===== src/hdl/assert_macros.svh =====
// Assertion helpers shared by the parser modules.
// CMFP_ASSERT checks that a property holds; CMFP_NEVER checks that a condition never occurs.
`ifndef ASSERT_MACROS_SVH
`define ASSERT_MACROS_SVH
`ifndef SYNTHESIS
`define CMFP_ASSERT(lbl, clk, rst_n, prop) \
    lbl: assert property (@(posedge clk) disable iff (!rst_n) prop) \
        else $error("%m: check failed");
`define CMFP_NEVER(lbl, clk, rst_n, prop) \
    lbl: assert property (@(posedge clk) disable iff (!rst_n) !(prop)) \
        else $error("%m: forbidden condition seen");
`else
`define CMFP_ASSERT(lbl, clk, rst_n, prop)
`define CMFP_NEVER(lbl, clk, rst_n, prop)
`endif
`endif


===== src/hdl/cmfp_pkg.sv =====
package cmfp_pkg;

    localparam int OFFSET_BITS = 32;

    localparam int QDEPTH   = 4;
    localparam int QPTR_W   = $clog2(QDEPTH);
    localparam int QCOUNT_W = QPTR_W + 1;

    localparam logic [7:0] MAGIC_BYTES [16] = '{
        8'h45, 8'h67, 8'h67, 8'h33, 8'h44, 8'h20, 8'h4D, 8'h6F,
        8'h64, 8'h65, 8'h6C, 8'h00, 8'h04, 8'h03, 8'h02, 8'h01
    };

    localparam logic [31:0] TAG_END   = 32'h454E_4420;
    localparam logic [31:0] TAG_SCALE = 32'h5363_6C46;
    localparam logic [31:0] TAG_VERT  = 32'h5672_7453;
    localparam logic [31:0] TAG_LINE  = 32'h4C69_6E53;
    localparam logic [31:0] TAG_TRI   = 32'h5472_6953;

    // floor(x/3) = (x * RECIP3) >> 33 for any 32-bit x
    localparam logic [31:0] RECIP3 = 32'hAAAA_AAAB;

    typedef enum logic [1:0] {
        KIND_CHUNK   = 2'd0,
        KIND_END     = 2'd1,
        KIND_INVALID = 2'd2
    } t_kind;

    typedef enum logic [1:0] {
        CLS_SCALE = 2'd0,
        CLS_VERT  = 2'd1,
        CLS_LINE  = 2'd2,
        CLS_TRI   = 2'd3
    } t_class;

    typedef enum logic [2:0] {
        ERR_NONE      = 3'd0,
        ERR_MAGIC     = 3'd1,
        ERR_TRUNC     = 3'd2,
        ERR_TAG       = 3'd3,
        ERR_LENGTH    = 3'd4,
        ERR_NO_CHUNKS = 3'd5
    } t_err;

    typedef enum logic [6:0] {
        PH_MAGIC   = 7'b000_0001,
        PH_TAG     = 7'b000_0010,
        PH_LEN     = 7'b000_0100,
        PH_PAYLOAD = 7'b000_1000,
        PH_PAD     = 7'b001_0000,
        PH_DONE    = 7'b010_0000,
        PH_ERR     = 7'b100_0000
    } t_phase;

    // One queue entry; tail asks the back end for a trailing truncation error.
    typedef struct packed {
        t_kind       kind;
        t_class      cls;
        logic [31:0] off;
        logic [31:0] len;
        logic [31:0] word;
        t_err        err;
        logic        tail;
    } t_evt;

    typedef struct packed {
        t_kind       result_kind;
        t_class      chunk_class;
        logic [31:0] payload_offset;
        logic [31:0] payload_length;
        logic [30:0] element_count;
        logic [31:0] first_word;
        t_err        error_code;
        logic        last_of_run;
    } t_res;

endpackage


===== src/hdl/cmfp_if.sv =====
interface cmfp_in_if;
    logic       valid;
    logic       ready;
    logic [7:0] data_byte;
    logic       last_byte;

    modport source (output valid, data_byte, last_byte, input ready);
    modport sink   (input valid, data_byte, last_byte, output ready);
endinterface

interface cmfp_out_if;
    logic        valid;
    logic        ready;
    logic [1:0]  result_kind;
    logic [1:0]  chunk_class;
    logic [31:0] payload_offset;
    logic [31:0] payload_length;
    logic [30:0] element_count;
    logic [31:0] first_word;
    logic [2:0]  error_code;
    logic        last_of_run;

    modport source (output valid, result_kind, chunk_class, payload_offset, payload_length,
                    element_count, first_word, error_code, last_of_run, input ready);
    modport sink   (input valid, result_kind, chunk_class, payload_offset, payload_length,
                    element_count, first_word, error_code, last_of_run, output ready);
endinterface


===== src/hdl/cmfp_front.sv =====
`include "assert_macros.svh"

module cmfp_front (
    input  logic            i_clk,
    input  logic            i_rst_n,
    cmfp_in_if.sink         i_in,
    output cmfp_pkg::t_evt  o_evt,
    output logic            o_evt_valid,
    input  logic            i_evt_ready
);
    import cmfp_pkg::*;

    function automatic logic [1:0] f_mod3_byte(input logic [7:0] b);
        logic [3:0] s;
        // 4 = 1 mod 3, so the base-4 digit sum keeps the residue
        s = 4'(b[1:0]) + 4'(b[3:2]) + 4'(b[5:4]) + 4'(b[7:6]);
        if (s >= 4'd6) s = s - 4'd6;
        if (s >= 4'd3) s = s - 4'd3;
        if (s >= 4'd3) s = s - 4'd3;
        return s[1:0];
    endfunction

    t_phase                 r_phase, n_phase;
    logic [3:0]             r_fbc, n_fbc;
    logic [31:0]            r_tag, n_tag;
    logic [31:0]            r_len, n_len;
    logic [31:0]            r_rem, n_rem;
    logic [OFFSET_BITS-1:0] r_area, n_area;
    logic                   r_seen, n_seen;
    logic [31:0]            r_word, n_word;
    t_class                 r_cls, n_cls;
    logic [1:0]             r_mod3, n_mod3;

    logic                   accept;
    logic [7:0]             b;
    logic                   prim_desc;
    logic                   prim_err;
    t_err                   prim_code;
    logic [31:0]            fin_len;
    logic [31:0]            fin_word;
    logic [OFFSET_BITS-1:0] area_inc;
    logic [OFFSET_BITS-1:0] fin_off;
    logic [2:0]             mod3_sum;
    logic                   len_ok;
    t_evt                   evt;
    logic                   evt_valid;

    assign b            = i_in.data_byte;
    assign i_in.ready   = i_evt_ready;
    assign accept       = i_in.valid && i_evt_ready;
    assign area_inc     = r_area + OFFSET_BITS'(1);

    always_comb begin
        n_phase   = r_phase;
        n_fbc     = r_fbc;
        n_tag     = r_tag;
        n_len     = r_len;
        n_rem     = r_rem;
        n_area    = r_area;
        n_seen    = r_seen;
        n_word    = r_word;
        n_cls     = r_cls;
        n_mod3    = r_mod3;
        prim_desc = 1'b0;
        prim_err  = 1'b0;
        prim_code = ERR_NONE;
        fin_len   = r_len;
        fin_word  = r_word;
        fin_off   = '0;
        mod3_sum  = '0;
        len_ok    = 1'b0;
        evt       = '0;
        evt_valid = 1'b0;

        unique case (r_phase)
            PH_MAGIC: begin
                if (b != MAGIC_BYTES[r_fbc]) begin
                    prim_err  = 1'b1;
                    prim_code = ERR_MAGIC;
                end else if (r_fbc == 4'd15) begin
                    n_fbc   = '0;
                    n_phase = PH_TAG;
                end else begin
                    n_fbc = r_fbc + 4'd1;
                end
            end
            PH_TAG: begin
                n_tag  = {r_tag[23:0], b};
                n_area = area_inc;
                n_fbc  = r_fbc + 4'd1;
                if (r_fbc == 4'd3) begin
                    n_fbc = '0;
                    priority if (n_tag == TAG_END) begin
                        if (!r_seen) begin
                            prim_err  = 1'b1;
                            prim_code = ERR_NO_CHUNKS;
                        end else begin
                            n_phase = PH_DONE;
                        end
                    end else if (n_tag == TAG_SCALE) begin
                        n_cls = CLS_SCALE;  n_phase = PH_LEN;
                    end else if (n_tag == TAG_VERT) begin
                        n_cls = CLS_VERT;   n_phase = PH_LEN;
                    end else if (n_tag == TAG_LINE) begin
                        n_cls = CLS_LINE;   n_phase = PH_LEN;
                    end else if (n_tag == TAG_TRI) begin
                        n_cls = CLS_TRI;    n_phase = PH_LEN;
                    end else begin
                        prim_err  = 1'b1;
                        prim_code = ERR_TAG;
                    end
                end
            end
            PH_LEN: begin
                n_len  = {b, r_len[31:8]};
                n_area = area_inc;
                n_fbc  = r_fbc + 4'd1;
                // 256 = 1 mod 3: the length residue is the sum of byte residues
                mod3_sum = 3'((r_fbc == 4'd0) ? 2'd0 : r_mod3) + 3'(f_mod3_byte(b));
                if (mod3_sum >= 3'd3) mod3_sum = mod3_sum - 3'd3;
                n_mod3 = mod3_sum[1:0];
                if (r_fbc == 4'd3) begin
                    n_fbc = '0;
                    unique case (r_cls)
                        CLS_SCALE: len_ok = (n_len == 32'd4);
                        CLS_LINE:  len_ok = (n_len[1:0] == 2'd0);
                        default:   len_ok = !n_len[0] && (n_mod3 == 2'd0);
                    endcase
                    if (!len_ok) begin
                        prim_err  = 1'b1;
                        prim_code = ERR_LENGTH;
                    end else begin
                        n_rem  = n_len;
                        n_word = '0;
                        if (n_len == 32'd0) begin
                            prim_desc = 1'b1;
                            fin_len   = n_len;
                            fin_word  = '0;
                        end else begin
                            n_phase = PH_PAYLOAD;
                        end
                    end
                end
            end
            PH_PAYLOAD: begin
                n_area = area_inc;
                if (r_fbc[3:2] == 2'd0) begin
                    n_word[8*r_fbc[1:0] +: 8] = b;
                    n_fbc = r_fbc + 4'd1;
                end
                n_rem = r_rem - 32'd1;
                if (r_rem == 32'd1) begin
                    prim_desc = 1'b1;
                    fin_len   = r_len;
                    fin_word  = n_word;
                end
            end
            PH_PAD: begin
                n_area = area_inc;
                if (area_inc[1:0] == 2'd0) n_phase = PH_TAG;
            end
            PH_DONE, PH_ERR: begin
            end
            default: begin
            end
        endcase

        if (prim_err) n_phase = PH_ERR;

        if (prim_desc) begin
            fin_off  = n_area - fin_len[OFFSET_BITS-1:0];
            n_seen   = 1'b1;
            n_fbc    = '0;
            n_phase  = (n_area[1:0] != 2'd0) ? PH_PAD : PH_TAG;
            evt.kind = KIND_CHUNK;
            evt.cls  = r_cls;
            evt.off  = 32'(fin_off);
            evt.len  = fin_len;
            evt.word = fin_word;
            evt_valid = 1'b1;
        end else if (prim_err) begin
            evt.kind  = KIND_INVALID;
            evt.err   = prim_code;
            evt_valid = 1'b1;
        end

        if (i_in.last_byte) begin
            // a chunk that closes on the final byte is still short of END
            priority if (prim_desc) begin
                evt.tail = 1'b1;
            end else if (prim_err) begin
                evt.tail = 1'b0;
            end else if (n_phase == PH_DONE) begin
                evt.kind  = KIND_END;
                evt_valid = 1'b1;
            end else if (n_phase == PH_MAGIC) begin
                evt.kind  = KIND_INVALID;
                evt.err   = ERR_MAGIC;
                evt_valid = 1'b1;
            end else if (n_phase != PH_ERR) begin
                evt.kind  = KIND_INVALID;
                evt.err   = ERR_TRUNC;
                evt_valid = 1'b1;
            end
            n_phase = PH_MAGIC;
            n_fbc   = '0;
            n_area  = '0;
            n_seen  = 1'b0;
            n_cls   = CLS_SCALE;
        end
    end

    assign o_evt       = evt;
    assign o_evt_valid = accept && evt_valid;

    always_ff @(posedge i_clk) begin
        if (!i_rst_n) begin
            r_phase <= PH_MAGIC;
            r_fbc   <= '0;
            r_area  <= '0;
            r_seen  <= 1'b0;
            r_cls   <= CLS_SCALE;
        end else if (accept) begin
            r_phase <= n_phase;
            r_fbc   <= n_fbc;
            r_area  <= n_area;
            r_seen  <= n_seen;
            r_cls   <= n_cls;
        end
    end

    always_ff @(posedge i_clk) begin
        if (accept) begin
            r_tag  <= n_tag;
            r_len  <= n_len;
            r_rem  <= n_rem;
            r_word <= n_word;
            r_mod3 <= n_mod3;
        end
    end

    `CMFP_ASSERT(a_done_has_chunk, i_clk, i_rst_n, (r_phase == PH_DONE) |-> r_seen)
    `CMFP_NEVER(a_pad_aligned, i_clk, i_rst_n, (r_phase == PH_PAD) && (r_area[1:0] == 2'd0))

endmodule


===== src/hdl/cmfp_queue.sv =====
`include "assert_macros.svh"

module cmfp_queue (
    input  logic            i_clk,
    input  logic            i_rst_n,
    input  logic            i_push,
    input  cmfp_pkg::t_evt  i_evt,
    output logic            o_ready,
    output logic            o_valid,
    output cmfp_pkg::t_evt  o_evt,
    input  logic            i_pop
);
    import cmfp_pkg::*;

    t_evt                r_mem [QDEPTH];
    logic [QPTR_W-1:0]   r_wr, r_rd;
    logic [QCOUNT_W-1:0] r_count;

    assign o_ready = (r_count != QCOUNT_W'(QDEPTH));
    assign o_valid = (r_count != '0);
    assign o_evt   = r_mem[r_rd];

    always_ff @(posedge i_clk) begin
        if (!i_rst_n) begin
            r_wr    <= '0;
            r_rd    <= '0;
            r_count <= '0;
        end else begin
            if (i_push) r_wr <= r_wr + QPTR_W'(1);
            if (i_pop)  r_rd <= r_rd + QPTR_W'(1);
            unique case ({i_push, i_pop})
                2'b10:   r_count <= r_count + QCOUNT_W'(1);
                2'b01:   r_count <= r_count - QCOUNT_W'(1);
                default: r_count <= r_count;
            endcase
        end
    end

    always_ff @(posedge i_clk) begin
        if (i_push) r_mem[r_wr] <= i_evt;
    end

    `CMFP_ASSERT(a_count_bound, i_clk, i_rst_n, r_count <= QCOUNT_W'(QDEPTH))
    `CMFP_NEVER(a_push_full, i_clk, i_rst_n, i_push && !o_ready)
    `CMFP_NEVER(a_pop_empty, i_clk, i_rst_n, i_pop && !o_valid)

endmodule


===== src/hdl/cmfp_back.sv =====
`include "assert_macros.svh"

module cmfp_back (
    input  logic            i_clk,
    input  logic            i_rst_n,
    input  logic            i_valid,
    input  cmfp_pkg::t_evt  i_evt,
    output logic            o_pop,
    cmfp_out_if.source      o_out
);
    import cmfp_pkg::*;

    logic        r_valid, n_valid;
    logic        r_tail, n_tail;
    t_res        r_res, n_res;
    logic        can_load;
    logic [62:0] prod;
    logic [30:0] count;

    // length/6 as (length/2)/3 through the reciprocal
    assign prod = 63'(i_evt.len[31:1]) * 63'(RECIP3);

    always_comb begin
        unique case (i_evt.cls)
            CLS_SCALE: count = 31'd1;
            CLS_LINE:  count = 31'(i_evt.len[31:2]);
            default:   count = {1'b0, prod[62:33]};
        endcase
    end

    assign can_load = !r_valid || o_out.ready;
    assign o_pop    = can_load && !r_tail && i_valid;

    always_comb begin
        n_valid = r_valid;
        n_tail  = r_tail;
        n_res   = r_res;
        if (can_load) begin
            priority if (r_tail) begin
                n_res             = '0;
                n_res.result_kind = KIND_INVALID;
                n_res.error_code  = ERR_TRUNC;
                n_res.last_of_run = 1'b1;
                n_tail            = 1'b0;
                n_valid           = 1'b1;
            end else if (i_valid) begin
                n_res.result_kind    = i_evt.kind;
                n_res.chunk_class    = i_evt.cls;
                n_res.payload_offset = i_evt.off;
                n_res.payload_length = i_evt.len;
                n_res.element_count  = (i_evt.kind == KIND_CHUNK) ? count : '0;
                n_res.first_word     = i_evt.word;
                n_res.error_code     = i_evt.err;
                n_res.last_of_run    = !i_evt.tail;
                n_tail               = i_evt.tail;
                n_valid              = 1'b1;
            end else begin
                n_valid = 1'b0;
            end
        end
    end

    always_ff @(posedge i_clk) begin
        if (!i_rst_n) begin
            r_valid <= 1'b0;
            r_tail  <= 1'b0;
        end else begin
            r_valid <= n_valid;
            r_tail  <= n_tail;
        end
    end

    always_ff @(posedge i_clk) begin
        r_res <= n_res;
    end

    assign o_out.valid          = r_valid;
    assign o_out.result_kind    = r_res.result_kind;
    assign o_out.chunk_class    = r_res.chunk_class;
    assign o_out.payload_offset = r_res.payload_offset;
    assign o_out.payload_length = r_res.payload_length;
    assign o_out.element_count  = r_res.element_count;
    assign o_out.first_word     = r_res.first_word;
    assign o_out.error_code     = r_res.error_code;
    assign o_out.last_of_run    = r_res.last_of_run;

    `CMFP_ASSERT(a_tail_after_chunk, i_clk, i_rst_n,
        r_tail |-> (r_valid && (r_res.result_kind == KIND_CHUNK) && !r_res.last_of_run))

endmodule


===== src/hdl/chunked_model_file_parser_top.sv =====
// Chunked model file parser.
// Input channel i_in: one file byte per transfer (data_byte), last_byte set on the
// final byte of a file. Output channel o_out: chunk descriptors, then one end result
// (file correct) or one error result; last_of_run marks the final result of a byte.
// Throughput: one byte per cycle sustained while the queue has space. A byte that
// yields two results (a chunk closing on the final byte, followed by a truncation
// error) holds the output for both in turn; the four-entry queue absorbs that.
// The front parser writes each result into the queue when its byte transfers, and
// the back end moves it from the queue into its output register, computing the
// element count with a 31x32 reciprocal multiply.
// Reset (synchronous, active low) returns the parser to the magic header and empties
// the queue and output register; the block takes bytes in the first cycle after it.
// When the receiver stalls, the output register holds its result, the queue fills,
// and then i_in.ready drops until space frees up; nothing is lost or repeated.
// After last_byte the parser is back at the magic header for the next file.
module chunked_model_file_parser_top (
    input  logic        i_clk,
    input  logic        i_rst_n,
    cmfp_in_if.sink     i_in,
    cmfp_out_if.source  o_out
);
    import cmfp_pkg::*;

    t_evt front_evt;
    logic front_valid;
    logic q_ready;
    logic q_valid;
    t_evt q_evt;
    logic back_pop;

    cmfp_front u_front (
        .i_clk       (i_clk),
        .i_rst_n     (i_rst_n),
        .i_in        (i_in),
        .o_evt       (front_evt),
        .o_evt_valid (front_valid),
        .i_evt_ready (q_ready)
    );

    cmfp_queue u_queue (
        .i_clk   (i_clk),
        .i_rst_n (i_rst_n),
        .i_push  (front_valid),
        .i_evt   (front_evt),
        .o_ready (q_ready),
        .o_valid (q_valid),
        .o_evt   (q_evt),
        .i_pop   (back_pop)
    );

    cmfp_back u_back (
        .i_clk   (i_clk),
        .i_rst_n (i_rst_n),
        .i_valid (q_valid),
        .i_evt   (q_evt),
        .o_pop   (back_pop),
        .o_out   (o_out)
    );

endmodule

===== src/flat_wrapper.sv =====
// flat-port wrapper written by rule: the top's interface ports become plain ports
module chunked_model_file_parser_top_flat import cmfp_pkg::*;
  (i_clk, i_rst_n, i_in_valid, i_in_data_byte, i_in_last_byte, i_in_ready, o_out_valid, o_out_result_kind, o_out_chunk_class, o_out_payload_offset, o_out_payload_length, o_out_element_count, o_out_first_word, o_out_error_code, o_out_last_of_run, o_out_ready);
  cmfp_in_if i_in_i ();
  cmfp_out_if o_out_i ();
  input  logic i_clk;
  input  logic i_rst_n;
  input wire logic [$bits(i_in_i.valid)-1:0] i_in_valid;
  input wire logic [$bits(i_in_i.data_byte)-1:0] i_in_data_byte;
  input wire logic [$bits(i_in_i.last_byte)-1:0] i_in_last_byte;
  output wire logic [$bits(i_in_i.ready)-1:0] i_in_ready;
  output wire logic [$bits(o_out_i.valid)-1:0] o_out_valid;
  output wire logic [$bits(o_out_i.result_kind)-1:0] o_out_result_kind;
  output wire logic [$bits(o_out_i.chunk_class)-1:0] o_out_chunk_class;
  output wire logic [$bits(o_out_i.payload_offset)-1:0] o_out_payload_offset;
  output wire logic [$bits(o_out_i.payload_length)-1:0] o_out_payload_length;
  output wire logic [$bits(o_out_i.element_count)-1:0] o_out_element_count;
  output wire logic [$bits(o_out_i.first_word)-1:0] o_out_first_word;
  output wire logic [$bits(o_out_i.error_code)-1:0] o_out_error_code;
  output wire logic [$bits(o_out_i.last_of_run)-1:0] o_out_last_of_run;
  input wire logic [$bits(o_out_i.ready)-1:0] o_out_ready;
  assign i_in_i.valid = i_in_valid;
  assign i_in_i.data_byte = i_in_data_byte;
  assign i_in_i.last_byte = i_in_last_byte;
  assign i_in_ready = i_in_i.ready;
  assign o_out_valid = o_out_i.valid;
  assign o_out_result_kind = o_out_i.result_kind;
  assign o_out_chunk_class = o_out_i.chunk_class;
  assign o_out_payload_offset = o_out_i.payload_offset;
  assign o_out_payload_length = o_out_i.payload_length;
  assign o_out_element_count = o_out_i.element_count;
  assign o_out_first_word = o_out_i.first_word;
  assign o_out_error_code = o_out_i.error_code;
  assign o_out_last_of_run = o_out_i.last_of_run;
  assign o_out_i.ready = o_out_ready;
  chunked_model_file_parser_top u_core (.i_clk(i_clk), .i_rst_n(i_rst_n), .i_in(i_in_i), .o_out(o_out_i));
endmodule

===== config.mk =====
export PLATFORM = sky130hd
export DESIGN_NAME = chunked_model_file_parser_top_flat
export DESIGN_NICKNAME = d
export VERILOG_FILES = /design/src/hdl/cmfp_pkg.sv /design/src/hdl/cmfp_if.sv /design/src/hdl/cmfp_front.sv /design/src/hdl/cmfp_queue.sv /design/src/hdl/cmfp_back.sv /design/src/hdl/chunked_model_file_parser_top.sv /design/src/flat_wrapper.sv
export VERILOG_INCLUDE_DIRS = /design/src /design/src/hdl
export SDC_FILE = /design/constraint.sdc
export NUM_CORES = 2
export LEC_CHECK = 0
export ABC_AREA = 1
export BUFFER_PORTS_ARGS = -buffer_cell sky130_fd_sc_hd__clkbuf_2
export CORE_MARGIN = 5
export CORE_UTILIZATION = 59
export CTS_BUF_LIST = sky130_fd_sc_hd__clkbuf_4 sky130_fd_sc_hd__clkbuf_8
export DETAILED_ROUTE_END_ITERATION = 6
export HOLD_SLACK_MARGIN = 0.02
export PLACE_DENSITY = 0.86
export SETUP_SLACK_MARGIN = 0.2
export SLEW_MARGIN = 20
export SYNTH_ARGS = -nofsm -noshare
export SYNTH_HDL_FRONTEND = slang
export SYNTH_SLANG_ARGS = --single-unit
export TNS_END_PERCENT = 20

===== constraint.sdc =====
create_clock -name i_clk -period 10.1 [get_ports i_clk]
set_input_delay 0 -clock i_clk [delete_from_list [all_inputs] [get_ports i_clk]]
set_output_delay 0 -clock i_clk [all_outputs]
set_load 0.01 [all_outputs]

==> reports/summary.md <==
The area growth from synthesis to layout is 9.76%. For the number of levels the H-tree was split into, the log shows 3. Once detail routing completed, the nets flagged for antenna violations numbered 0.

The post-CTS resize count is 0. Critical path's largest stage delay: 0.79 ns. The tools report the number of nets in the layout as 5450.

Summing over every cut layer, the via total after detailed routing is 35500. The slew at the pin closest to its max-slew limit is 1.04 ns, and the vertical die dimension is 288 µm. The congestion estimate from routability-driven global placement came to 1.04. The tools report the number of remaining DRC errors as 0.

The die is 288 µm wide. The initialized floorplan defines 101 standard-cell rows. For this run, the detailed router's first-pass iteration total came to 7.

The synthesized design contains 672 enable-type register cells. The tools report the number of DRC markers in iteration 0 as 4448. The maximum number of pins on one net before global-route repair was 209; the total die area was 0.0828 mm². The maximum fanout encountered on the critical timing path came out at 208.

Counting flops and latches in the post-synthesis netlist gives 729. Setup violations remaining at the end of the flow were counted as 0. The tools report the cell count after synthesis as 4668. The dominant synthesized flop cell is sky130_fd_sc_hd__edfxtp_1.

The number of antenna violations at the first check in global routing is 4, and the register clock-pin slew on the reported worst setup and hold paths is 0.06 ns. The worst setup path is of the reg2reg kind. TritonCTS built the clock tree. The core area was 0.0762 mm²; the fraction of synthesis flops using an asynchronous set or reset pin was 0.

The clock passes through at most 3 buffers. Class of the most critical hold timing path: in2reg. The tools report the kind of end point of the critical path as a flop. STA puts the critical path data required time at 10.54 ns. The sequential fraction of the synthesis area was 0.468.

The root buffer cell was sky130_fd_sc_hd__clkbuf_8. The aggregate global-route resource usage is 0.297, and the number of buffers added on ports is 148. The logs give 0.0771 ns for the clock skew after layout and 150 for the number of top-level design ports. Timing would allow up to 0.110 GHz.

The max-slew violation count is 0, and the number of warnings reported in the yosys synthesis log is 0. The first-pass GRT wire length was 192000 µm; the final routed wire length divided by cell count was 20.9 µm. The run finished with clean final reports. The tool flagged a number of max-cap violations equal to 0. Summing every instance area after synthesis gives 0.0455 mm². After synthesis, the netlist uses 58 different library cells. Via count normalized by instance count: 5.94. The number of clock buffers added by TritonCTS is 113. For the later-pin clock latency in the skew report, the log shows 0.79 ns. The run gives 35300 as the number of global-route vias before repair. The tools report the startpoint type of the worst setup path as a flop. Among all stages on the critical path, the largest delay is contributed by sky130_fd_sc_hd__fa_1. For the number of clock sinks, the log shows 729. The most repeated library cell on the critical path was sky130_fd_sc_hd__fa_1. The final count of hold timing violations is 0. After global routing the overflow that remains totals 0.

The initial cell density of the core was 0.597; the worst slew margin relative to its limit was 0.304. The time the final worst path needs with I/O delays and setup was 9.11 ns. In the final timing run, aggregate negative setup slack is 0 ns. Share of the clock period used by the worst path: 0.902. The fraction of final layout cells with drive strength greater than 1 was 0.0887. The logs give 5264 for the total nets after synthesis and 88900 µm for the post-detailed-placement half-perimeter wirelength. Data arrives at the worst endpoint at 9.55 ns. Averaged over all synthesized cells, the footprint is 9.75 µm². Setup repair after global routing left no endpoint under its margin. After detailed routing, the total wire length is 125000 µm.
metrics by stage:
stage	hold slack [ns]	instances	area (µm²)	utilization	worst slack (ns)
detailed placement	0.331	5752	47500	0.624	0.845
global placement	0.334	5752	47500	0.624	1.26
CTS	0.0555	5973	49900	0.655	1.09
floorplan	0.0989	4668	45500	-	-0.712
finish	0.115	5979	50000	0.656	0.994
global route	0.106	5979	50000	0.656	0.510
final timing paths:
kind / start / endpoint / slack, ns / cells after the start
worst min register to register: u_core.u_queue.r_count[0] / u_core.u_queue.r_count[0] / 0.45 / 1
worst max-delay path: flop / u_core.u_back.o_out.element_count[22] / 0.99 / 26
worst max register to register: flop / u_core.u_back.o_out.element_count[22] / 0.99 / 26
worst min-delay path: o_out_ready / u_core.u_back.r_tail / 0.12 / 5
synth_stat cells, types with 4 or more instances:
library cell,n,area share
sky130_fd_sc_hd__xnor2_1,19,0.0037
sky130_fd_sc_hd__inv_1,681,0.056
sky130_fd_sc_hd__a21oi_1,420,0.046
sky130_fd_sc_hd__o221ai_1,4,0.00077
sky130_fd_sc_hd__nor2_2,4,0.00055
sky130_fd_sc_hd__buf_2,4,0.00044
sky130_fd_sc_hd__xor2_1,38,0.0073
sky130_fd_sc_hd__o22ai_1,5,0.00069
sky130_fd_sc_hd__dfxtp_1,57,0.025
sky130_fd_sc_hd__buf_1,16,0.0013
sky130_fd_sc_hd__clkbuf_1,122,0.010
sky130_fd_sc_hd__nand2_1,636,0.052
sky130_fd_sc_hd__or2_2,12,0.0016
sky130_fd_sc_hd__fa_1,247,0.11
sky130_fd_sc_hd__o21bai_1,4,0.00066
sky130_fd_sc_hd__nand4_1,50,0.0069
sky130_fd_sc_hd__nor2_1,656,0.054
sky130_fd_sc_hd__a21boi_0,10,0.0016
sky130_fd_sc_hd__o2111ai_1,4,0.00077
sky130_fd_sc_hd__nand3b_1,11,0.0018
sky130_fd_sc_hd__a21o_1,5,0.00082
sky130_fd_sc_hd__nor4_1,14,0.0019
sky130_fd_sc_hd__nor3_1,47,0.0052
sky130_fd_sc_hd__o21ai_0,298,0.033
sky130_fd_sc_hd__a22oi_1,4,0.00066
sky130_fd_sc_hd__and2_1,5,0.00069
sky130_fd_sc_hd__o21a_1,31,0.0051
sky130_fd_sc_hd__ha_1,336,0.092
sky130_fd_sc_hd__o211ai_1,6,0.00099
sky130_fd_sc_hd__a32oi_1,30,0.0058
sky130_fd_sc_hd__nand3_1,130,0.014
sky130_fd_sc_hd__a31oi_1,24,0.0033
sky130_fd_sc_hd__inv_2,6,0.00049
sky130_fd_sc_hd__a221oi_1,15,0.0029
sky130_fd_sc_hd__a211oi_1,9,0.0015
sky130_fd_sc_hd__edfxtp_1,672,0.44
cell families (layout without fill, tap and decap cells):
group | Yosys count | after routing | synth area share
DFF | 729 | 729 | 0.468
muxes | 2 | 2 | 0.000495
xor gates and xnor gates | 57 | 57 | 0.0110
other | 1 | 2 | 0.0000824
buffers and inverters | 833 | 1113 | 0.0689
AOI/OAI and AO/OA | 881 | 881 | 0.107
and+or+nand+nor | 1582 | 1582 | 0.144
adders and majority gates | 583 | 583 | 0.201
registers in the layout, indices dropped and copies added, names as in the netlist, 3 cells and up, named ones only:
register                            flops
u_core.u_queue.r_mem                  416
u_core.u_front.r_phase                  7
u_core.u_back.o_out.payload_offset     32
u_core.u_front.r_rem                   32
u_core.u_queue.r_count                  3
u_core.u_back.o_out.first_word         32
u_core.u_back.o_out.payload_length     32
u_core.u_front.r_tag                   24
u_core.u_front.r_word                  32
u_core.u_front.r_fbc                    4
u_core.u_back.o_out.element_count      30
u_core.u_front.r_area                  32
u_core.u_back.o_out.error_code          3
u_core.u_front.r_len                   32
critical path: cells and delay by family (launching register included):
kind                     cells  cell delay [ns]
AO/OA/AOI/OAI                8             2.36
adder cells (fa/ha/maj)      9             4.65
buffers and inverters        7             1.06
flip-flops                   1             0.37
AND/OR/NAND/NOR              2             0.24
placed cells by master, fill, tap and decap left out, types with 8 or more instances in the layout:
cell and n:
sky130_fd_sc_hd__inv_1 680, sky130_fd_sc_hd__edfxtp_1 672, sky130_fd_sc_hd__nor2_1 649, sky130_fd_sc_hd__nand2_1 636, sky130_fd_sc_hd__a21oi_1 420, sky130_fd_sc_hd__ha_1 336
sky130_fd_sc_hd__o21ai_0 298, sky130_fd_sc_hd__fa_1 247, sky130_fd_sc_hd__clkbuf_2 148, sky130_fd_sc_hd__nand3_1 129, sky130_fd_sc_hd__clkbuf_8 116, sky130_fd_sc_hd__dfxtp_1 54
sky130_fd_sc_hd__nand4_1 50, sky130_fd_sc_hd__buf_4 49, sky130_fd_sc_hd__nor3_1 47, sky130_fd_sc_hd__xor2_1 38, sky130_fd_sc_hd__clkbuf_4 38, sky130_fd_sc_hd__o21a_1 31
sky130_fd_sc_hd__a32oi_1 30, sky130_fd_sc_hd__clkinv_1 29, sky130_fd_sc_hd__a31oi_1 24, sky130_fd_sc_hd__xnor2_1 19, sky130_fd_sc_hd__clkinv_2 16, sky130_fd_sc_hd__a221oi_1 15
sky130_fd_sc_hd__nor4_1 13, sky130_fd_sc_hd__or2_2 12, sky130_fd_sc_hd__dlygate4sd3_1 12, sky130_fd_sc_hd__nand3b_1 11, sky130_fd_sc_hd__a21boi_0 10, sky130_fd_sc_hd__a211oi_1 8
metal layers:
metal,vias to the layer above,wire (µm),GRT usage
met2,2107,60400,0.505
met1,16800,44800,0.358
met5,-,13,0
met4,2,8110,0.170
met3,480,11600,0.0546
li1,16100,-,-
repair_timing:
| action | 4_1_cts | 5_1_grt |
|---|---|---|
| endpoints found under the setup margin | 0 | 4 |
| hold endpoints to repair | 132 | 0 |
| setup buffers | 0 | 5 |
| hold buffers | 12 | 0 |
area by class of cell:
type	instances	area, µm²
multi-input combinational	3106	21100
fill	5528	26200
clock inverter	55	398
antenna	1	2.50
sequential	729	21300
tap	1030	1290
timing repair buffer	214	1330
clock buffer	154	1880
inverter	690	2600
Power is left out: the tool's default activity adds up to more than one toggle a clock period on the data nets, which glitch-free logic cannot reach.
